[src/design/fspc_pkg.sv]
// ----------------------------------------------------------------------------
// Frame stack pixel combine package
// Shared widths, mode codes, payload structs and a small helper function.
// ----------------------------------------------------------------------------
`default_nettype none

package fspc_pkg;

  localparam int COLOR_BITS  = 16;
  localparam int FIELD_W     = 16;
  localparam int VSUM_W      = 38;
  localparam int WSUM_W      = 23;
  localparam int PROD_W      = 2 * FIELD_W;
  localparam int CNT_W       = $clog2(VSUM_W);
  localparam int QUEUE_DEPTH = 2;
  localparam int QPTR_W      = $clog2(QUEUE_DEPTH);
  localparam int QCNT_W      = $clog2(QUEUE_DEPTH + 1);

  localparam logic [FIELD_W-1:0] FULL_SCALE = FIELD_W'((1 << COLOR_BITS) - 1);
  localparam logic [VSUM_W-1:0]  VSUM_MAX   = {VSUM_W{1'b1}};
  localparam logic [WSUM_W-1:0]  WSUM_MAX   = {WSUM_W{1'b1}};

  typedef logic [1:0] mode_t;
  localparam mode_t MODE_PLAIN = 2'd0;
  localparam mode_t MODE_ALPHA = 2'd1;
  localparam mode_t MODE_DARK  = 2'd2;
  // Unassigned selector value, decodes as plain average
  localparam mode_t MODE_SPARE = 2'd3;

  typedef struct packed {
    logic [FIELD_W-1:0] sample_value;
    logic               sample_valid;
    logic [FIELD_W-1:0] weight_value;
    logic               weight_present;
    logic               last_sample;
  } sample_t;

  typedef struct packed {
    logic [FIELD_W-1:0] pixel_value;
    logic [FIELD_W-1:0] pixel_alpha;
  } pixel_t;

  // One finished pixel handed from the accumulator to the divider
  typedef struct packed {
    mode_t              mode;
    logic [VSUM_W-1:0]  value_sum;
    logic [WSUM_W-1:0]  weight_sum;
    logic [FIELD_W-1:0] running_min;
  } job_t;

  typedef enum logic [1:0] {
    B_IDLE,
    B_DIV,
    B_DONE
  } back_state_t;

  function automatic logic [FIELD_W-1:0] clamp_full(input logic [FIELD_W-1:0] x);
    return (x > FULL_SCALE) ? FULL_SCALE : x;
  endfunction

endpackage

`default_nettype wire

[src/design/fspc_front.sv]
// ----------------------------------------------------------------------------
// Frame stack accumulator front end
// Registers each sample with its weighted product, then folds it into the
// running sums (not dark mode) and minimum; last sample pushes a queue job.
// ----------------------------------------------------------------------------
`default_nettype none

module fspc_front
  import fspc_pkg::*;
(
  input  wire logic    clk,
  input  wire logic    rst,
  input  wire mode_t   mode,
  input  wire logic    in_valid,
  output logic         in_ready,
  input  wire sample_t in_data,
  output logic         push,
  output job_t         push_data,
  input  wire logic    queue_full
);

  logic [FIELD_W-1:0] v_in;
  logic [FIELD_W-1:0] w_in;
  logic [FIELD_W-1:0] wt_in;
  logic [PROD_W-1:0]  prod_in;
  logic               accept;

  // Stage A: registered sample
  logic               a_valid;
  logic               a_last;
  logic               a_smp_valid;
  mode_t              a_mode;
  logic [FIELD_W-1:0] a_v;
  logic [PROD_W-1:0]  a_prod;
  logic [FIELD_W-1:0] a_winc;
  logic               a_advance;

  // Accumulators
  logic [VSUM_W-1:0]  value_sum;
  logic [WSUM_W-1:0]  weight_sum;
  logic [FIELD_W-1:0] running_min;

  logic               add_en;
  logic [VSUM_W:0]    vsum_raw;
  logic [WSUM_W:0]    wsum_raw;
  logic [VSUM_W-1:0]  vsum_new;
  logic [WSUM_W-1:0]  wsum_new;
  logic [FIELD_W-1:0] min_new;

  always_comb begin
    v_in    = clamp_full(in_data.sample_value);
    w_in    = clamp_full(in_data.weight_value);
    wt_in   = in_data.weight_present ? w_in : FULL_SCALE;
    prod_in = {{FIELD_W{1'b0}}, v_in} * {{FIELD_W{1'b0}}, wt_in};
  end

  // Stall the last sample only while the queue has no room
  assign a_advance = a_valid && !(a_last && queue_full);
  assign in_ready  = !a_valid || a_advance;
  assign accept    = in_valid && in_ready;

  always_ff @(posedge clk) begin
    if (rst) begin
      a_valid <= 1'b0;
    end else if (accept) begin
      a_valid <= 1'b1;
    end else if (a_advance) begin
      a_valid <= 1'b0;
    end
  end

  always_ff @(posedge clk) begin
    if (accept) begin
      a_last      <= in_data.last_sample;
      a_smp_valid <= in_data.sample_valid;
      a_mode      <= mode;
      a_v         <= v_in;
      a_prod      <= (mode == MODE_ALPHA) ? prod_in : {{FIELD_W{1'b0}}, v_in};
      a_winc      <= (mode == MODE_ALPHA) ? wt_in : FIELD_W'(1);
    end
  end

  always_comb begin
    add_en   = a_smp_valid && (a_mode != MODE_DARK);
    vsum_raw = {1'b0, value_sum}
             + (add_en ? (VSUM_W + 1)'(a_prod) : '0);
    wsum_raw = {1'b0, weight_sum}
             + (add_en ? (WSUM_W + 1)'(a_winc) : '0);
    vsum_new = vsum_raw[VSUM_W] ? VSUM_MAX : vsum_raw[VSUM_W-1:0];
    wsum_new = wsum_raw[WSUM_W] ? WSUM_MAX : wsum_raw[WSUM_W-1:0];
    min_new  = (a_smp_valid && (a_v < running_min)) ? a_v : running_min;

    push                  = a_advance && a_last;
    push_data.mode        = a_mode;
    push_data.value_sum   = vsum_new;
    push_data.weight_sum  = wsum_new;
    push_data.running_min = min_new;
  end

  always_ff @(posedge clk) begin
    if (rst) begin
      value_sum   <= '0;
      weight_sum  <= '0;
      running_min <= FULL_SCALE;
    end else if (a_advance) begin
      if (a_last) begin
        value_sum   <= '0;
        weight_sum  <= '0;
        running_min <= FULL_SCALE;
      end else begin
        value_sum   <= vsum_new;
        weight_sum  <= wsum_new;
        running_min <= min_new;
      end
    end
  end

endmodule

`default_nettype wire

[src/design/fspc_queue.sv]
// ----------------------------------------------------------------------------
// Frame stack job queue
// Short first-in first-out buffer of finished pixel jobs.
// ----------------------------------------------------------------------------
`default_nettype none

module fspc_queue
  import fspc_pkg::*;
(
  input  wire logic clk,
  input  wire logic rst,
  input  wire logic push,
  input  wire job_t push_data,
  output logic      full,
  input  wire logic pop,
  output logic      pop_valid,
  output job_t      pop_data
);

  job_t              entries [QUEUE_DEPTH];
  logic [QPTR_W-1:0] wr_ptr;
  logic [QPTR_W-1:0] rd_ptr;
  logic [QCNT_W-1:0] count;

  assign full      = (count == QCNT_W'(QUEUE_DEPTH));
  assign pop_valid = (count != '0);
  assign pop_data  = entries[rd_ptr];

  always_ff @(posedge clk) begin
    if (push) begin
      entries[wr_ptr] <= push_data;
    end
  end

  always_ff @(posedge clk) begin
    if (rst) begin
      wr_ptr <= '0;
      rd_ptr <= '0;
      count  <= '0;
    end else begin
      if (push) begin
        wr_ptr <= (wr_ptr == QPTR_W'(QUEUE_DEPTH - 1)) ? '0 : wr_ptr + 1'b1;
      end
      if (pop) begin
        rd_ptr <= (rd_ptr == QPTR_W'(QUEUE_DEPTH - 1)) ? '0 : rd_ptr + 1'b1;
      end
      if (push && !pop) begin
        count <= count + 1'b1;
      end else if (pop && !push) begin
        count <= count - 1'b1;
      end
    end
  end

endmodule

`default_nettype wire

[src/design/fspc_back.sv]
// ----------------------------------------------------------------------------
// Frame stack result back end
// Takes queued pixel jobs, passes a dark job's minimum or divides value sum
// by weight sum one quotient bit per cycle; result held in output register.
// ----------------------------------------------------------------------------
`default_nettype none

module fspc_back
  import fspc_pkg::*;
(
  input  wire logic clk,
  input  wire logic rst,
  input  wire logic job_valid,
  input  wire job_t job,
  output logic      pop,
  output logic      out_valid,
  input  wire logic out_ready,
  output pixel_t    out_data
);

  back_state_t        state, state_next;
  logic [VSUM_W-1:0]  dvd, dvd_next;
  logic [WSUM_W-1:0]  rem, rem_next;
  logic [WSUM_W-1:0]  divisor, divisor_next;
  logic [CNT_W-1:0]   cnt, cnt_next;
  pixel_t             res, res_next;
  logic               out_load;

  logic [WSUM_W:0]    trial;
  logic [WSUM_W:0]    diff;
  logic               qbit;
  logic [VSUM_W-1:0]  quo;

  always_comb begin
    trial = {rem, dvd[VSUM_W-1]};
    diff  = trial - {1'b0, divisor};
    qbit  = (trial >= {1'b0, divisor});
    quo   = {dvd[VSUM_W-2:0], qbit};
  end

  always_comb begin
    state_next   = state;
    dvd_next     = dvd;
    rem_next     = rem;
    divisor_next = divisor;
    cnt_next     = cnt;
    res_next     = res;
    pop          = 1'b0;
    out_load     = 1'b0;

    unique case (state)
      B_IDLE: begin
        if (job_valid) begin
          pop = 1'b1;
          if (job.mode == MODE_DARK) begin
            res_next.pixel_value = job.running_min;
            res_next.pixel_alpha = FULL_SCALE;
            state_next           = B_DONE;
          end else if (job.weight_sum == '0) begin
            res_next.pixel_value = '0;
            res_next.pixel_alpha = '0;
            state_next           = B_DONE;
          end else begin
            dvd_next     = job.value_sum;
            rem_next     = '0;
            divisor_next = job.weight_sum;
            cnt_next     = CNT_W'(VSUM_W - 1);
            state_next   = B_DIV;
          end
        end
      end
      B_DIV: begin
        dvd_next = quo;
        rem_next = qbit ? diff[WSUM_W-1:0] : trial[WSUM_W-1:0];
        cnt_next = cnt - 1'b1;
        if (cnt == '0) begin
          // Clamp the quotient to full scale
          if ((|quo[VSUM_W-1:COLOR_BITS]) || (FIELD_W'(quo[COLOR_BITS-1:0]) > FULL_SCALE)) begin
            res_next.pixel_value = FULL_SCALE;
          end else begin
            res_next.pixel_value = FIELD_W'(quo[COLOR_BITS-1:0]);
          end
          res_next.pixel_alpha = FULL_SCALE;
          state_next           = B_DONE;
        end
      end
      B_DONE: begin
        if (!out_valid || out_ready) begin
          out_load   = 1'b1;
          state_next = B_IDLE;
        end
      end
      default: begin
        state_next = B_IDLE;
      end
    endcase
  end

  always_ff @(posedge clk) begin
    if (rst) begin
      state     <= B_IDLE;
      out_valid <= 1'b0;
    end else begin
      state <= state_next;
      if (out_load) begin
        out_valid <= 1'b1;
      end else if (out_ready) begin
        out_valid <= 1'b0;
      end
    end
  end

  always_ff @(posedge clk) begin
    dvd     <= dvd_next;
    rem     <= rem_next;
    divisor <= divisor_next;
    cnt     <= cnt_next;
    res     <= res_next;
    if (out_load) begin
      out_data <= res;
    end
  end

endmodule

`default_nettype wire

[src/design/frame_stack_pixel_combine.sv]
// ----------------------------------------------------------------------------
// Frame stack pixel combine
// Averages, alpha-weights or takes the minimum of a pixel's frame samples.
// ----------------------------------------------------------------------------
// Channel   Signals                          Handshake
// input     in_valid, in_ready, in_data      valid/ready, sample_t
// output    out_valid, out_ready, out_data   valid/ready, pixel_t
// config    cfg_write, cfg_data              write enable, combine_mode
//
// Samples enter the accumulator one per cycle while it is not stalled.
// The last sample of a pixel queues a job. The back end pops an averaging job,
// runs the shift-subtract divider and loads the output register; a minimum or
// empty job goes straight to the output load. No new job is taken meanwhile.
// The 2-entry job queue lets sampling continue while the divider works;
// the last sample stalls only when the queue is full.
// Synchronous reset zeroes sums, queue, mode, out_valid; min to full scale.
// ----------------------------------------------------------------------------
`default_nettype none

module frame_stack_pixel_combine
  import fspc_pkg::*;
(
  input  wire logic    clk,
  input  wire logic    rst,
  input  wire logic    cfg_write,
  input  wire mode_t   cfg_data,
  input  wire logic    in_valid,
  output logic         in_ready,
  input  wire sample_t in_data,
  output logic         out_valid,
  input  wire logic    out_ready,
  output pixel_t       out_data
);

  mode_t combine_mode;
  logic  push;
  job_t  push_data;
  logic  queue_full;
  logic  pop;
  logic  job_valid;
  job_t  job;

  always_ff @(posedge clk) begin
    if (rst) begin
      combine_mode <= MODE_PLAIN;
    end else if (cfg_write) begin
      combine_mode <= cfg_data;
    end
  end

  fspc_front u_front (
    .clk        (clk),
    .rst        (rst),
    .mode       (combine_mode),
    .in_valid   (in_valid),
    .in_ready   (in_ready),
    .in_data    (in_data),
    .push       (push),
    .push_data  (push_data),
    .queue_full (queue_full)
  );

  fspc_queue u_queue (
    .clk       (clk),
    .rst       (rst),
    .push      (push),
    .push_data (push_data),
    .full      (queue_full),
    .pop       (pop),
    .pop_valid (job_valid),
    .pop_data  (job)
  );

  fspc_back u_back (
    .clk       (clk),
    .rst       (rst),
    .job_valid (job_valid),
    .job       (job),
    .pop       (pop),
    .out_valid (out_valid),
    .out_ready (out_ready),
    .out_data  (out_data)
  );

endmodule

`default_nettype wire
[config.mk]
export PLATFORM = sky130hd
export DESIGN_NAME = frame_stack_pixel_combine
export DESIGN_NICKNAME = d
export VERILOG_FILES = /design/src/design/fspc_pkg.sv /design/src/design/fspc_front.sv /design/src/design/fspc_queue.sv /design/src/design/fspc_back.sv /design/src/design/frame_stack_pixel_combine.sv
export SDC_FILE = /design/constraint.sdc
export NUM_CORES = 1
export LEC_CHECK = 0
export CAP_MARGIN = 5
export CELL_PAD_IN_SITES_DETAIL_PLACEMENT = 0
export CELL_PAD_IN_SITES_GLOBAL_PLACEMENT = 2
export CORE_AREA = 2 2 360 184
export DETAILED_ROUTE_END_ITERATION = 6
export DIE_AREA = 0 0 362 186
export DONT_BUFFER_PORTS = 1
export PLACE_DENSITY_LB_ADDON = 0.25
export REMOVE_ABC_BUFFERS = 1
export SLEW_MARGIN = 20
export SYNTH_ARGS = -nofsm -noshare
export SYNTH_HDL_FRONTEND = slang
export SYNTH_SLANG_ARGS = --single-unit
[constraint.sdc]
create_clock -name clk -period 18.61 [get_ports clk]
set_input_delay 3.722 -clock clk [delete_from_list [all_inputs] [get_ports clk]]
set_output_delay 3.722 -clock clk [all_outputs]
set_load 0.005 [all_outputs]
==> results of run 1 <==
[cells in the mapped netlist (8+ instances only)]
cell / count / area [um^2]
o2111ai_1: 19 / 166
clkbuf_1: 102 / 383
a21oi_1: 112 / 561
nand2_1: 330 / 1240
o21ai_0: 117 / 586
a22o_1: 38 / 333
nand4_1: 20 / 125
o211ai_1: 30 / 225
mux2i_1: 59 / 591
and2_1: 191 / 1190
xnor2_1: 38 / 333
a211oi_1: 13 / 97.6
edfxtp_1: 350 / 10500
a31oi_1: 14 / 87.6
and4_1: 9 / 78.8
a21boi_0: 8 / 60.1
mux2_2: 42 / 473
fa_1: 197 / 3940
and3_1: 21 / 131
nor3_1: 31 / 155
or3_1: 10 / 62.6
nor2b_1: 16 / 100
o311ai_0: 19 / 166
ha_1: 193 / 2410
a21o_1: 52 / 390
or4_1: 11 / 82.6
o21a_1: 16 / 120
xor2_1: 43 / 377
nor4_1: 13 / 81.3
inv_1: 306 / 1150
nand2_4: 10 / 113
buf_4: 17 / 128
dfxtp_1: 88 / 1760
o21bai_1: 12 / 90.1
or2_2: 15 / 93.8
nand3_1: 26 / 130
nor2_1: 77 / 289
nand2b_1: 37 / 231
[flip-flops by register name, summed over array words and instances, names as in the netlist, 6 cells and up, named ones only]
name / cells
u_back.out_data: 17
u_front.running_min: 16
u_back.rem: 23
u_back.divisor: 23
u_front.a_prod: 32
u_front.a_v: 16
u_front.a_winc: 16
u_back.res: 17
u_queue.entries: 158
u_back.cnt: 6
u_front.weight_sum: 23
u_back.dvd: 38
u_front.value_sum: 38
[cell families after synthesis]
group,after synthesis
simple gates,833
compound gates,506
buf+inv,441
flops,438
fa+ha+maj,390
mux,102
xor+xnor,81
[metal layers]
| layer | vias up | wire length, um | GRT usage, % |
|---|---|---|---|
| met5 | - | 0 | 0 |
| met4 | 0 | 915 | 3.60 |
| met3 | 76 | 5310 | 4.22 |
| met2 | 621 | 31200 | 32.2 |
| met1 | 10300 | 40900 | 38.0 |
| li1 | 9500 | - | - |
[stage by stage]
| step | hold WS (ns) | std cells | instance area (um^2) | utilization, % | setup slack (ns) |
|---|---|---|---|---|---|
| finish | 0.410 | 3598 | 31800 | 49.5 | 8.42 |
| global route | 0.419 | 3597 | 31800 | 49.5 | 8.11 |
| CTS | 0.412 | 3597 | 31800 | 49.5 | 8.52 |
| detailed placement | 0.405 | 3526 | 30500 | 47.5 | 7.96 |
| global placement | 0.403 | 3526 | 30500 | 47.5 | 8.06 |
| floorplan | 0.400 | 2656 | 29200 | - | 8.79 |
[worst paths after layout]
path / startpoint / endpoint / slack [ns] / cells past startpoint
worst max-delay path: in_data[13] / u_front.a_prod[28]$_SDFFCE_PP0P_ / 8.42 / 22
worst min-delay path: u_back.res[18]$_DFFE_PP_ / u_back.out_data[18]$_DFFE_PP_ / 0.41 / 0
worst max register to register: u_front.a_smp_valid$_DFFE_PP_ / u_front.value_sum[13]$_SDFFE_PP0P_ / 13.33 / 15
worst min register to register: u_back.res[18]$_DFFE_PP_ / u_back.out_data[18]$_DFFE_PP_ / 0.41 / 0
[cell type report]
type / instances / area, um^2
Antenna cell: 1 / 2.50
Clock buffer: 52 / 1080
Clock inverter: 19 / 229
Fill cell: 5791 / 32400
Inverter: 306 / 1150
Multi-Input combinational cell: 1912 / 15800
Sequential cell: 438 / 12300
Tap cell: 850 / 1060
Timing Repair Buffer: 20 / 150
[critical path, stage by stage]
cell      delay [ns]
nand2b_1        0.52
and2_1          0.40
fa_1            0.51
inv_1           0.05
fa_1            0.47
inv_1           0.06
fa_1            0.51
fa_1            0.52
fa_1            0.54
inv_1           0.05
fa_1            0.53
inv_1           0.04
ha_1            0.35
a21o_1          0.21
a21o_1          0.18
a221oi_1        0.44
a31oi_1         0.37
o211ai_1        0.37
a31oi_1         0.19
o21ai_0         0.23
xor2_1          0.16
nor2_1          0.06
==> summary.md, run 1 <==
| Metric | Value |
|---|---|
| Outcome | `finished clean` |
| CP arrival | `10.49 ns` |
| Area growth syn-to-layout | `6.59%` |
| Die Width | `~360 um` |
| Startpoint Class | `primary input` |
| TritonCTS Buffers | `40` |
| Critical Path End Type | `register` |
| Crit path kind | `in2reg` |
| Synth Register Bits | `roughly 440` |
| Xor/xnor share of the synthesized area | `2.38%` |
| Starting Density | `between 40% and 50%` |
| Worst skew pair latency | `between 0.5 and 0.6 ns` |
| Drt first pass iters | `7` |
| Initial antenna violation count | `3` |
| Commonest non-fill, non-tap cells in the layout | `350 x edfxtp_1, 329 x nand2_1, 306 x inv_1` |
| Register area share after synthesis | `between 40 and 50%` |
| Final wirelength | `78.3 mm` |
| Unrepaired setup endpoints after global routing | `no` |
| Complex-gate fraction of the synthesized area | `between 10% and 20%` |
| Vias in the first global route | `between 20000 and 25000` |
| Adder-Cell Fraction of Synth Area | `roughly a fifth` |
| CP Max Fanout | `17` |
| Fraction of layout cells with a size suffix above 1 | `roughly 6.2%` |
| Max-slew violations | `0` |
| CP Data Required Time | `between 15 and 20 ns` |
| Final period util | `between 50% and 60%` |
| Setup Skew | `~0.029 ns` |
| Starting DRC count in detailed routing | `1828` |
| Post-synthesis mux area share | `about 3.6%` |
| Final Hold Vio Count | `0` |
| Ys flop type | `edfxtp_1` |
| Routed vias | `between 20000 and 25000` |
| Minimum clock period | `around 10 ns` |
| Drt via density | `between 5 and 6` |
| TritonCTS clock tree | `done` |
| # resized after CTS | `0` |
| Post-route ant nets | `0` |
| Post-synthesis instance total | `roughly 2800` |
| Max-cap violations | `0` |
| Core Region | `0.0642 mm^2` |
| Global-route wire length before repair | `~120 mm` |
| Post-route DRC violation count | `0` |
| Avg WL per Cell | `21.8 um` |
| Num Clock Sinks | `approximately 440` |
| # rows | `66` |
| Die H | `186 um` |
| Avg Cell Area, Syn | `10.7 um^2` |
| Largest family of logic cells by synthesized area | `adder cells` |
| Cell area after synthesis | `just under 0.03 mm^2` |
| FFs w/ async S/R, synth | `0%` |
| DIE AREA | `a little under 0.07 mm^2` |
| Largest net degree at the start of global routing | `between 80 and 90` |
| Fin nets | `between 3000 and 4000` |
| HP Class | `reg2reg` |
| Synth cell types | `74` |
| Hpwl dp | `roughly 58 mm` |
| Setup Buffers After CTS | `0` |
| CTS H-tree lvls | `2` |
| Setup violators final | `0` |
| CTS Root Cell | `clkbuf_16` |
| Number of flops mapped to enable cells by yosys | `350` |
| Max Freq | `98.1 MHz` |
| Sum Neg Setup Slack | `0 ns` |
| GP Congestion | `0.896` |
| Post-CTS Hold Fix Bufs | `0` |
| Commonest non-fill, non-tap cell in the layout | `edfxtp_1` |
| GRT Overall Usage | `23.4%` |
| Clk buf depth | `3` |
| Tightest Pin Transition | `between 1 and 1.5 ns` |
| I/O pins | `76` |
| Synth warn | `0` |
| Relative slew slack | `between 20% and 30%` |
| Post-Synth Simple-Gate Area | `between 10% and 20%` |
| Grt ovf | `0` |
| PortBufs | `0` |
| CTS clock-pin slew for the worst setup and hold paths | `around 0.080 ns` |
Power of run 1 is not shown: default switching activity piles up to over one toggle a cycle in this logic, so the estimate is an artifact.
==> run 2, diff against run 1 <==
--- a/config.mk
+++ b/config.mk
@@ -5,12 +5,13 @@
 export SDC_FILE = /design/constraint.sdc
 export NUM_CORES = 1
 export LEC_CHECK = 0
+export ABC_AREA = 1
 export CAP_MARGIN = 5
 export CELL_PAD_IN_SITES_DETAIL_PLACEMENT = 0
 export CELL_PAD_IN_SITES_GLOBAL_PLACEMENT = 2
-export CORE_AREA = 2 2 360 184
+export CORE_AREA = 2 2 395 201
 export DETAILED_ROUTE_END_ITERATION = 6
-export DIE_AREA = 0 0 362 186
+export DIE_AREA = 0 0 397 203
 export DONT_BUFFER_PORTS = 1
 export PLACE_DENSITY_LB_ADDON = 0.25
 export REMOVE_ABC_BUFFERS = 1
==> constraint.sdc (replaced) <==
create_clock -name clk -period 10.35 [get_ports clk]
set_input_delay 2.07 -clock clk [delete_from_list [all_inputs] [get_ports clk]]
set_output_delay 2.07 -clock clk [all_outputs]
set_load 0.005 [all_outputs]
==> run 2 against run 1 <==
Sequential share of layout area down 2.4 points. Global-route usage is 1.1 points lower. Critical endpoint is now u_front.a_prod[31]$_SDFFCE_PP0P_. Clock-buffer cell count shrank 2. Wire length up 14%. Largest cell class unchanged. Non-clock buffer count is 1 higher. Die area grew 20%.
==> summary.md, run 2 <==
| Metric | Value |
|---|---|
| Cell area after synthesis | `0.0314 mm^2 (+5.3%)` |
| Final hold slack | `0.419 ns (+0.00921 ns)` |
| Hold path endpoint | `u_back.out_data[18]$_DFFE_PP_` |
| Commonest non-fill, non-tap cell in the layout | `nand2_1` |
| CTS H-tree lvls | `2 (unchanged)` |
| Max-cap violations | `0 (unchanged)` |
| # rows | `72 (+9.1%)` |
| Post-CTS Hold Fix Bufs | `0 (unchanged)` |
| Grt ovf | `0 (unchanged)` |
| I/O pins | `76 (unchanged)` |
| Yosys top cell area share | `33.5% (-1.8 points)` |
| Top cells by area, synth | `edfxtp_1 33%, fa_1 13%, nand2_1 11%, ha_1 7.7%, inv_1 7.1%` |
| Crit path kind | `in2reg` |
| Complex-gate fraction of the synthesized area | `8.41% (-2.9 points)` |
| Fin nets | `4093 (+30%)` |
| DP Area | `0.0323 mm^2 (+6.1%)` |
| PortBufs | `0 (unchanged)` |
| CTS Root Cell | `clkbuf_16` |
| Reg2Reg Depth | `14 (-1)` |
| Hold depth | `0 (unchanged)` |
| HP Class | `reg2reg` |
| Area growth syn-to-layout | `7.97%` |
| GRT Overall Usage | `22.3% (-1.1 points)` |
| Core Region | `0.0768 mm^2 (+20%)` |
| Final period util | `slightly above 80%` |
| Die Width | `397 um (+9.7%)` |
| Minimum clock period | `8.43 ns` |
| CTS clock-pin slew for the worst setup and hold paths | `0.06 ns (-0.02 ns)` |
| GP Congestion | `0.922 (+2.9%)` |
| Relative slew slack | `29.2% (+1.6 points)` |
| Final Hold Vio Count | `0 (unchanged)` |
| Worst IR Drop VDD | `0.000351 V` |
| Startpoint Class | `primary input` |
| Leakage | `~15 nW` |
| R2r startpoint | `u_front.a_smp_valid$_DFFE_PP_` |
| Initial antenna violation count | `5 (+2)` |
| R2R Path End | `u_queue.entries[0][61]$_DFFE_PP_` |
| Routed vias | `23900 (+17%)` |
| Max-slew violations | `0 (unchanged)` |
| Largest net degree at the start of global routing | `79 (-7.1%)` |
| Final wirelength | `89.4 mm (+14%)` |
| Cell taking the most area after synthesis | `edfxtp_1` |
| Post-Layout Inst Area | `0.0339 mm^2 (+6.6%)` |
| Post-route DRC violation count | `0 (unchanged)` |
| DIE AREA | `0.0806 mm^2 (+20%)` |
| Hpwl dp | `68.9 mm (+19%)` |
| Final core utilization | `44.1% (-5.4 points)` |
| Ys flop type | `edfxtp_1` |
| Post-synthesis instance total | `3714 (+33%)` |
| Xor/xnor share of the synthesized area | `1.56% (-0.82 points)` |
| Tightest Pin Transition | `1.06 ns (-0.00966 ns)` |
| Post-synth top cells | `879 x nand2_1, 595 x inv_1, 457 x nor2_1, 350 x edfxtp_1, 262 x a21oi_1` |
| Leading registers by flop count | `u_queue.entries: 158 flops, u_back.dvd: 38 flops, u_front.value_sum: 38 flops` |
| Num Clock Sinks | `438 (unchanged)` |
| CP Max Fanout | `16 (-1)` |
| Setup Buffers After CTS | `0 (unchanged)` |
| FFs w/ async S/R, synth | `0% (unchanged)` |
| Post-route ant nets | `0 (unchanged)` |
| Post-synthesis mux area share | `0% (-3.6 points)` |
| Most flops, register | `u_queue.entries` |
| Max Freq | `between 100 and 150 MHz` |
| # resized after CTS | `0 (unchanged)` |
| Avg Cell Area, Syn | `8.45 um^2 (-21%)` |
| Global-route wire length before repair | `139 mm (+15%)` |
| Starting DRC count in detailed routing | `1637 (-10%)` |
| Avg WL per Cell | `18.9 um (-13%)` |
| Hold_sp | `u_back.res[18]$_DFFE_PP_` |
| Tot Pwr | `between 10 and 15 mW` |
| CP arrival | `8.79 ns (-1.70 ns)` |
| Post-Synth Simple-Gate Area | `21.5% (+7.3 points)` |
| Unrepaired setup endpoints after global routing | `no` |
| Synth Register Bits | `438 (unchanged)` |
| Critical Path End Type | `register` |
| R2r setup slk | `6.17 ns (-7.16 ns)` |
| Drt via density | `5.05 (-12%)` |
| Worst skew pair latency | `0.59 ns (+0.02 ns)` |
| TritonCTS Buffers | `45 (+13%)` |
| Fraction of layout cells with a size suffix above 1 | `5.27% (-0.95 points)` |
| Setup violators final | `0 (unchanged)` |
| CP Data Required Time | `10.71 ns (-8.20 ns)` |
| Vias in the first global route | `23600 (+17%)` |
| PwrDens | `357 mW/mm^2` |
| TritonCTS clock tree | `done` |
| Synth warn | `0 (unchanged)` |
| Register area share after synthesis | `39.1% (-2.1 points)` |
| Max FFs per register | `158 (unchanged)` |
| Die H | `203 um (+9.1%)` |
| Commonest non-fill, non-tap cells in the layout | `879 x nand2_1, 593 x inv_1, 452 x nor2_1` |
| Synth cell types | `55 (-26%)` |
| Setup Skew | `0.0203 ns (-0.00887 ns)` |
| Outcome | `finished clean` |
| Adder-Cell Fraction of Synth Area | `20.3% (-1.1 points)` |
| Drt first pass iters | `5 (-2)` |
| Clk buf depth | `3 (unchanged)` |
| Most numerous cell in the Yosys netlist | `nand2_1` |
| Largest family of logic cells by synthesized area | `simple AND/OR/NAND/NOR gates` |
| Number of flops mapped to enable cells by yosys | `350 (unchanged)` |
| Sum Neg Setup Slack | `0 ns (unchanged)` |
| Starting Density | `40.8% (-5.6 points)` |
run 2: cell types whose count changed after synthesis, sizes merged, moves of 105 or more:
| cell | change |
|---|---|
| nor2 | +391 |
| and2 | -175 |
| nand2 | +557 |
| nand3 | +105 |
| inv | +303 |
| a21oi | +164 |
run 2: logic make-up after synthesis:
group / count (synthesis)
AND/OR/NAND/NOR: 1616
buffers and inverters: 737
adder cells (fa/ha/maj): 390
flip-flops: 438
XOR/XNOR: 56
AO/OA/AOI/OAI: 477
run 2: where the power goes:
group          switching, mW  internal (mW)
registers              0.165           2.48
clock network          0.729          0.976
logic                   5.11           2.62
total                   6.01           6.08
run 2: final cells by class:
class,count,area (um^2)
well taps,1036,1300
clock buffers,50,1170
fillers,7667,43000
repair buffers,21,158
diodes,4,10.0
inverters,616,2310
multi-input cells,2539,16300
clock inverters,34,380
flip-flops and latches,438,12300
run 2: metal layers:
layer	track usage (%)	vias up	part of all wire, %
met5	0	-	0.015
met4	5.78	2	2.4
met3	2.63	110	4.6
met2	35.1	531	44
met1	32.5	11500	49
li1	-	11800	-
run 2: how the worst max path moves through the flow:
| stage | from | end | slack [ns] | depth (start not counted) |
|---|---|---|---|---|
| 2_1_floorplan | in_data[1] | u_front.a_prod[24]$_SDFFCE_PP0P_ | 2.67 | 21 |
| 3_3_place_gp | in_data[1] | u_front.a_prod[31]$_SDFFCE_PP0P_ | 1.39 | 22 |
| 3_5_place_dp | in_data[1] | u_front.a_prod[31]$_SDFFCE_PP0P_ | 1.31 | 22 |
| 4_1_cts | in_data[1] | u_front.a_prod[31]$_SDFFCE_PP0P_ | 1.97 | 22 |
| 5_1_grt | in_data[1] | u_front.a_prod[31]$_SDFFCE_PP0P_ | 1.63 | 22 |
| 6_report | in_data[1] | u_front.a_prod[31]$_SDFFCE_PP0P_ | 1.92 | 22 |
run 2: through the flow:
step           cells  setup WS [ns]
2_1_floorplan   3593           2.67
3_3_place_gp    4650           1.39
3_5_place_dp    4650           1.31
4_1_cts         4734           1.97
5_1_grt         4734           1.63
6_report        4738           1.92
run 2: worst max-delay path, cell delays in order:
cell and delay (ns):
inv_1 0.24, nor2_1 0.84, clkinv_1 0.62, nand2_1 0.21, fa_1 0.42, inv_1 0.08
fa_1 0.44, fa_1 0.52, fa_1 0.53, fa_1 0.54, inv_1 0.05, fa_1 0.54
inv_1 0.04, ha_1 0.37, a21oi_1 0.27, o21ai_0 0.16, a21oi_1 0.18, nand3_1 0.23
a31oi_1 0.25, nand2_1 0.07, nand2_1 0.06, nor2_1 0.04
No activity file was read; power rests on OpenSTA's default activity.
